**src/rpa_pkg.sv**
```systemverilog
// ============================================================================
// rpa_pkg
// shared types, codes and sizes of the reference-counted page allocator
// ============================================================================
package rpa_pkg;

    // sizes
    localparam int MAX_PAGES     = 1024;
    localparam int PAGE_BITS     = $clog2(MAX_PAGES);
    localparam int DEPTH_BITS    = $clog2(MAX_PAGES + 1);
    localparam int MAX_BATCH     = 64;
    localparam int BATCH_BITS    = 7;
    localparam int COUNT_BITS    = 16;
    localparam int QUEUE_DEPTH   = 2;
    localparam int QPTR_BITS     = $clog2(QUEUE_DEPTH);
    localparam int QFILL_BITS    = $clog2(QUEUE_DEPTH + 1);
    localparam int APB_ADDR_BITS = 2;
    localparam int APB_DATA_BITS = 32;

    localparam logic [COUNT_BITS-1:0] CNT_MAX = '1;

    // register map
    localparam logic [APB_ADDR_BITS-1:0] REG_ACTIVE_PAGES = 2'd0;

    // opcodes
    localparam logic [1:0] OP_ALLOC   = 2'd0;
    localparam logic [1:0] OP_RETAIN  = 2'd1;
    localparam logic [1:0] OP_RELEASE = 2'd2;
    localparam logic [1:0] OP_QUERY   = 2'd3;

    // result status codes
    localparam logic [2:0] STS_OK       = 3'd0;
    localparam logic [2:0] STS_NO_PAGES = 3'd1;
    localparam logic [2:0] STS_RANGE    = 3'd2;
    localparam logic [2:0] STS_FREE     = 3'd3;
    localparam logic [2:0] STS_OVERFLOW = 3'd4;

    typedef struct packed {
        logic [1:0] opcode;
        logic [9:0] page_id;
        logic [6:0] count;
    } req_t;

    typedef struct packed {
        logic [2:0]  status;
        logic        page_valid;
        logic [9:0]  page_out;
        logic [15:0] ref_count;
        logic [10:0] pages_free;
        logic        last;
    } rsp_t;

    // class of an accepted request, decided by the front end
    typedef enum logic [2:0] {
        K_ALLOC,
        K_EMPTY,
        K_NOMEM,
        K_RANGE,
        K_RETAIN,
        K_RELEASE,
        K_QUERY
    } kind_t;

    typedef struct packed {
        kind_t      kind;
        logic [9:0] page_id;
        logic [6:0] count;
    } work_t;

    typedef enum logic [1:0] {
        S_IDLE,
        S_ALLOC_RD,
        S_ALLOC_WR,
        S_OP_WR
    } state_t;

endpackage

```
**src/rpa_front.sv**
```systemverilog
// ============================================================================
// rpa_front
// accepts requests, classifies them and queues them for the back end
// ============================================================================
module rpa_front
(
    input  logic                            clk,
    input  logic                            rst_n,
    input  logic                            req_valid,
    output logic                            req_stall,
    input  rpa_pkg::req_t                   req,
    input  logic [rpa_pkg::DEPTH_BITS-1:0]  active_pages,
    output logic                            wq_valid,
    output rpa_pkg::work_t                  wq,
    input  logic                            wq_pop
);

    rpa_pkg::work_t                     cls;
    logic                               in_range;
    logic                               push;
    rpa_pkg::work_t                     fifo_reg [rpa_pkg::QUEUE_DEPTH];
    logic [rpa_pkg::QPTR_BITS-1:0]      wr_ptr_reg;
    logic [rpa_pkg::QPTR_BITS-1:0]      wr_ptr_next;
    logic [rpa_pkg::QPTR_BITS-1:0]      rd_ptr_reg;
    logic [rpa_pkg::QPTR_BITS-1:0]      rd_ptr_next;
    logic [rpa_pkg::QFILL_BITS-1:0]     fill_reg;
    logic [rpa_pkg::QFILL_BITS-1:0]     fill_next;

    // classification
    always_comb
    begin
        in_range     = (rpa_pkg::DEPTH_BITS'(req.page_id) < active_pages);
        cls.page_id  = req.page_id;
        cls.count    = req.count;
        cls.kind     = rpa_pkg::K_RANGE;
        unique case (req.opcode)
            rpa_pkg::OP_ALLOC:
            begin
                priority if (req.count > rpa_pkg::BATCH_BITS'(rpa_pkg::MAX_BATCH))
                    cls.kind = rpa_pkg::K_NOMEM;
                else if (req.count == '0)
                    cls.kind = rpa_pkg::K_EMPTY;
                else
                    cls.kind = rpa_pkg::K_ALLOC;
            end
            rpa_pkg::OP_RETAIN:
                cls.kind = in_range ? rpa_pkg::K_RETAIN : rpa_pkg::K_RANGE;
            rpa_pkg::OP_RELEASE:
                cls.kind = in_range ? rpa_pkg::K_RELEASE : rpa_pkg::K_RANGE;
            rpa_pkg::OP_QUERY:
                cls.kind = in_range ? rpa_pkg::K_QUERY : rpa_pkg::K_RANGE;
            default:
                cls.kind = rpa_pkg::K_RANGE;
        endcase
    end

    // small queue
    assign req_stall = (fill_reg == rpa_pkg::QFILL_BITS'(rpa_pkg::QUEUE_DEPTH));
    assign push      = req_valid && !req_stall;
    assign wq_valid  = (fill_reg != '0);
    assign wq        = fifo_reg[rd_ptr_reg];

    always_comb
    begin
        wr_ptr_next = push ? wr_ptr_reg + 1'b1 : wr_ptr_reg;
        rd_ptr_next = wq_pop ? rd_ptr_reg + 1'b1 : rd_ptr_reg;
        fill_next   = fill_reg;
        if (push && !wq_pop)
            fill_next = fill_reg + 1'b1;
        else if (!push && wq_pop)
            fill_next = fill_reg - 1'b1;
    end

    always_ff @(posedge clk or negedge rst_n)
    begin
        if (!rst_n)
        begin
            wr_ptr_reg <= '0;
            rd_ptr_reg <= '0;
            fill_reg   <= '0;
        end
        else
        begin
            wr_ptr_reg <= wr_ptr_next;
            rd_ptr_reg <= rd_ptr_next;
            fill_reg   <= fill_next;
        end
    end

    always_ff @(posedge clk)
    begin
        if (push)
            fifo_reg[wr_ptr_reg] <= cls;
    end

    property p_no_pop_empty;
        @(posedge clk) disable iff (!rst_n) wq_pop |-> wq_valid;
    endproperty
    a_no_pop_empty: assert property (p_no_pop_empty)
        else $error("queue popped while empty");

    property p_fill_bound;
        @(posedge clk) disable iff (!rst_n)
            fill_reg <= rpa_pkg::QFILL_BITS'(rpa_pkg::QUEUE_DEPTH);
    endproperty
    a_fill_bound: assert property (p_fill_bound)
        else $error("queue fill count out of range");

    property p_fill_track;
        @(posedge clk) disable iff (!rst_n)
            (push && !wq_pop) |=> (fill_reg == $past(fill_reg) + 1'b1);
    endproperty
    a_fill_track: assert property (p_fill_track)
        else $error("queue fill count lost a push");

endmodule

```
**config.mk**
```make
export PLATFORM = sky130hd
export DESIGN_NAME = rpa_front
export DESIGN_NICKNAME = d
export VERILOG_FILES = /design/src/rpa_pkg.sv /design/src/rpa_front.sv
export SDC_FILE = /design/constraint.sdc
export NUM_CORES = 1
export LEC_CHECK = 0
export ABC_AREA = 0
export BUFFER_PORTS_ARGS = -buffer_cell sky130_fd_sc_hd__buf_2
export CORE_MARGIN = 4
export CORE_UTILIZATION = 50
export DETAILED_ROUTE_END_ITERATION = 16
export PLACE_DENSITY_LB_ADDON = 0.2
export SLEW_MARGIN = 20
export SYNTH_ARGS = -nofsm -noshare
export SYNTH_HDL_FRONTEND = slang
export SYNTH_SLANG_ARGS = --single-unit
```
**constraint.sdc**
```tcl
create_clock -name clk -period 2.28 [get_ports clk]
set_clock_uncertainty 0.2 [all_clocks]
set_input_delay 0.114 -clock clk [delete_from_list [all_inputs] [get_ports clk]]
set_output_delay 0.114 -clock clk [all_outputs]
set_load 0.05 [all_outputs]
```
==> metrics.md <==
| Metric | Value |
|---|---|
| Status | finished, final reports clean |
| Area grow syn2layout | 33.3% |
| Ant. Diodes | 0 |
| Slew margin rel. | 81.0% |
| Final ANT Viol Nets | 0 |
| DRT Pass-1 Iters | 4 |
| Final WL | 3550 um |
| Initial antenna violation count | 0 |
| Vias in the first global route | 1,421 |
| CP endpoint kind | flip-flop |
| RSZ-0062 raised after global routing | no |
| Die area | 0.00492 mm2 |
| Register area | 0.00130 mm2 |
| Core Region | 0.00369 mm2 |
| Dpl hpwl | 2450 um |
| Cells after Synth | 124 |
| GP Congestion | 0.758 |
| Die Ht | 70.1 um |
| Worst VDD drop | 549 uV |
| Fmax | 0.499 GHz |
| DR vias | 1,265 |
| CTS root buf | clkbuf_8 |
| Post-synth cell types | 25 |
| Slowest-stage cell, CP | dlygate4sd3_1 |
| Share of cells above drive strength 1 | 32.5% |
| Initial Util | 52.3% |
| Worst-path cell chain | dlygate4sd3_1, buf_2, ha_1, a21o_1, a31oi_1, o21ai_1, a211oi_1, nor2_1 |
| Final Util | 69.8% |
| Setup-failing EPs final | 0 |
| Multi-input gate area | 577 um2 |
| Final Hold Fails | 0 |
| Synth top area cells | edfxtp_1, mux2_1, ha_1 |
| Wire per inst | 13.8 um |
| Die X | 70.1 um |
| Worst-path clk slew | 80 ps |
| Port Buf Inserts | 55 |
| Final #Nets | 252 |
| Synth warn | 0 |
| Pwr Density | 1170 mW/mm2 |
| Avg Cell Area, Syn | 15.6 um2 |
| Final period utilization | 88.0% |
| CTS tree | yes |
| Worst-path fanout max | 3 |
| Post-synth top area share | 62.2% |
| Leak | 1.10 nW |
| Row cnt | 22 |
| Largest net degree at the start of global routing | 22 |
| Maxcap violations | 0 |
| Bufs on Longest Clock Path | 2 |
| Hold Path Class | input pin to flip-flop |
| Post-CTS setup buffer count | 0 |
| Setup crit start kind | input pin |
| Number of I/O pins | 56 |
| DRC | 0 |
| WS Path Type | input pin to flip-flop |
| Gr ovfl total | 0 |
| CTS sink cnt | 44 |
| Cell taking the most area after synthesis | edfxtp_1 |
| Total CTS buffers | 5 |
| Slew Viols, Final | 0 |
| Fill cell count | 268 |
| Total global-route track usage | 16.2% |
| H-tree Lvls | 2 |
| Final worst path period need | 2010 ps |
| Post-synth net total | 168 |
| First-pass GRT wire length | 6130 um |
| Initial DRC count | 46 |
| Crit path largest cell delay | 530 ps |
| Seq cells post-synth | 44 |
| Required time of the worst setup path | 2130 ps |
| Via density | 4.92 |
| Syn Std Cell Area | 0.00193 mm2 |
| Critical Path AT | 1850 ps |
| Skew-Pair Late Insertion Delay | 290 ps |
| Tightest Pin Transition | 284 ps |
| TNS Setup | 0 ps |
| Max reg flops | 40 |
| Sequential area share after synthesis | 67.4% |
| Final Hold Slack | 11.2 ps |
[synth_stat cells]
cell       n
edfxtp_1  40
mux2_1    20
inv_1     11
ha_1      10
nor2_1     6
a21oi_1    4
dfrtp_1    4
nand2_1    3
xnor2_1    3
xor2_1     3
a211oi_1   2
a21o_1     2
buf_2      2
nand2b_1   2
o21a_1     2
a21oi_2    1
a31oi_1    1
and3_1     1
and4b_1    1
inv_2      1
nand4_1    1
nor3_1     1
nor4_1     1
o21ai_1    1
or2_1      1
[placed cells by master, fill, tap and decap left out]
master	instances
nor4_1	1
inv_2	1
and4b_1	1
nor3_1	1
nand4_1	1
buf_4	3
edfxtp_1	40
inv_1	11
or2_1	1
and3_1	1
dlygate4sd3_1	21
nand2_1	3
a21oi_1	4
mux2_1	20
nand2b_1	2
clkinv_1	1
ha_1	10
o21ai_1	1
clkinv_2	2
a21oi_2	1
nor2_1	5
o21a_1	2
clkbuf_8	5
a31oi_1	1
nor2_2	1
xor2_1	3
a211oi_1	2
dfrtp_1	4
buf_2	55
xnor2_1	3
a21o_1	2
[kinds of logic (layout without fill, tap and decap cells)]
family	after synthesis	in the layout	synth area share, %
AO/OA/AOI/OAI	13	13	4.41
XOR/XNOR	6	6	2.72
adder cells (fa/ha/maj)	10	10	6.48
buffers and inverters	14	99	2.85
flip-flops	44	44	67.4
multiplexers	20	20	11.7
AND/OR/NAND/NOR	17	17	4.47
[path summary, 6_finish.rpt]
check	depth (start not counted)	start	slack [ps]	to
setup / recovery	8	req[9]	270	fifo_reg[0][18]
hold reg to reg	1	fill_reg[1]	300	fill_reg[1]
setup reg to reg	7	fill_reg[0]	580	fill_reg[1]
hold / removal	2	req[17]	10	fifo_reg[0][17]
min in group asynchronous	3	rst_n	500	rd_ptr_reg
max in group asynchronous	3	rst_n	1210	wr_ptr_reg
[worst max-delay path, delay by kind of cell]
family,cells,cell delay [ps]
fa+ha+maj,1,300
buf+inv,2,660
compound gates,4,690
simple gates,1,80
[layer usage]
metal  part of all wire [%]  vias to the layer above  wire, um  global-route usage [%]
li1                       -                      625         -                       -
met1                     39                      595      1380                    16.2
met2                     53                       39      1900                    30.3
met3                    5.5                        6       196                    5.04
met4                    2.1                        0        76                    7.02
met5                      0                        -         0                       0
[report_power, final]
part	switching, mW	leakage, nW	internal [mW]
registers	0.0573	0.418	1.11
clock network	0.249	0.0453	0.208
logic	0.996	0.635	0.384
[area by class of cell]
cell class / instances / area share (%)
Clock inverter: 3 / 0.535
Inverter: 12 / 1.75
Tap cell: 48 / 2.33
Timing Repair Buffer: 79 / 19.7
Sequential cell: 44 / 50.6
Multi-Input combinational cell: 66 / 22.4
Clock buffer: 5 / 2.67
[what timing repair did]
| item | in CTS | in global routing |
|---|---|---|
| endpoints found under the setup margin | 0 | 0 |
| hold endpoints to repair | 40 | 0 |
| hold buffers | 21 | 0 |
| gates resized for setup | 0 | 0 |
[metrics by stage]
| stage | area (um2) | cells | total power [mW] | setup slack (ps) |
|---|---|---|---|---|
| 6_report | 2570 | 257 | 3.01 | 274 |
| 5_1_grt | 2570 | 257 | 3.16 | 195 |
| 4_1_cts | 2570 | 257 | 3.05 | 276 |
| 3_5_place_dp | 2280 | 228 | 2.57 | 502 |
| 3_3_place_gp | 2280 | 228 | 2.54 | 522 |
| 2_1_floorplan | 1930 | 124 | 2.23 | 178 |
Power figures use the tool's default switching activity.
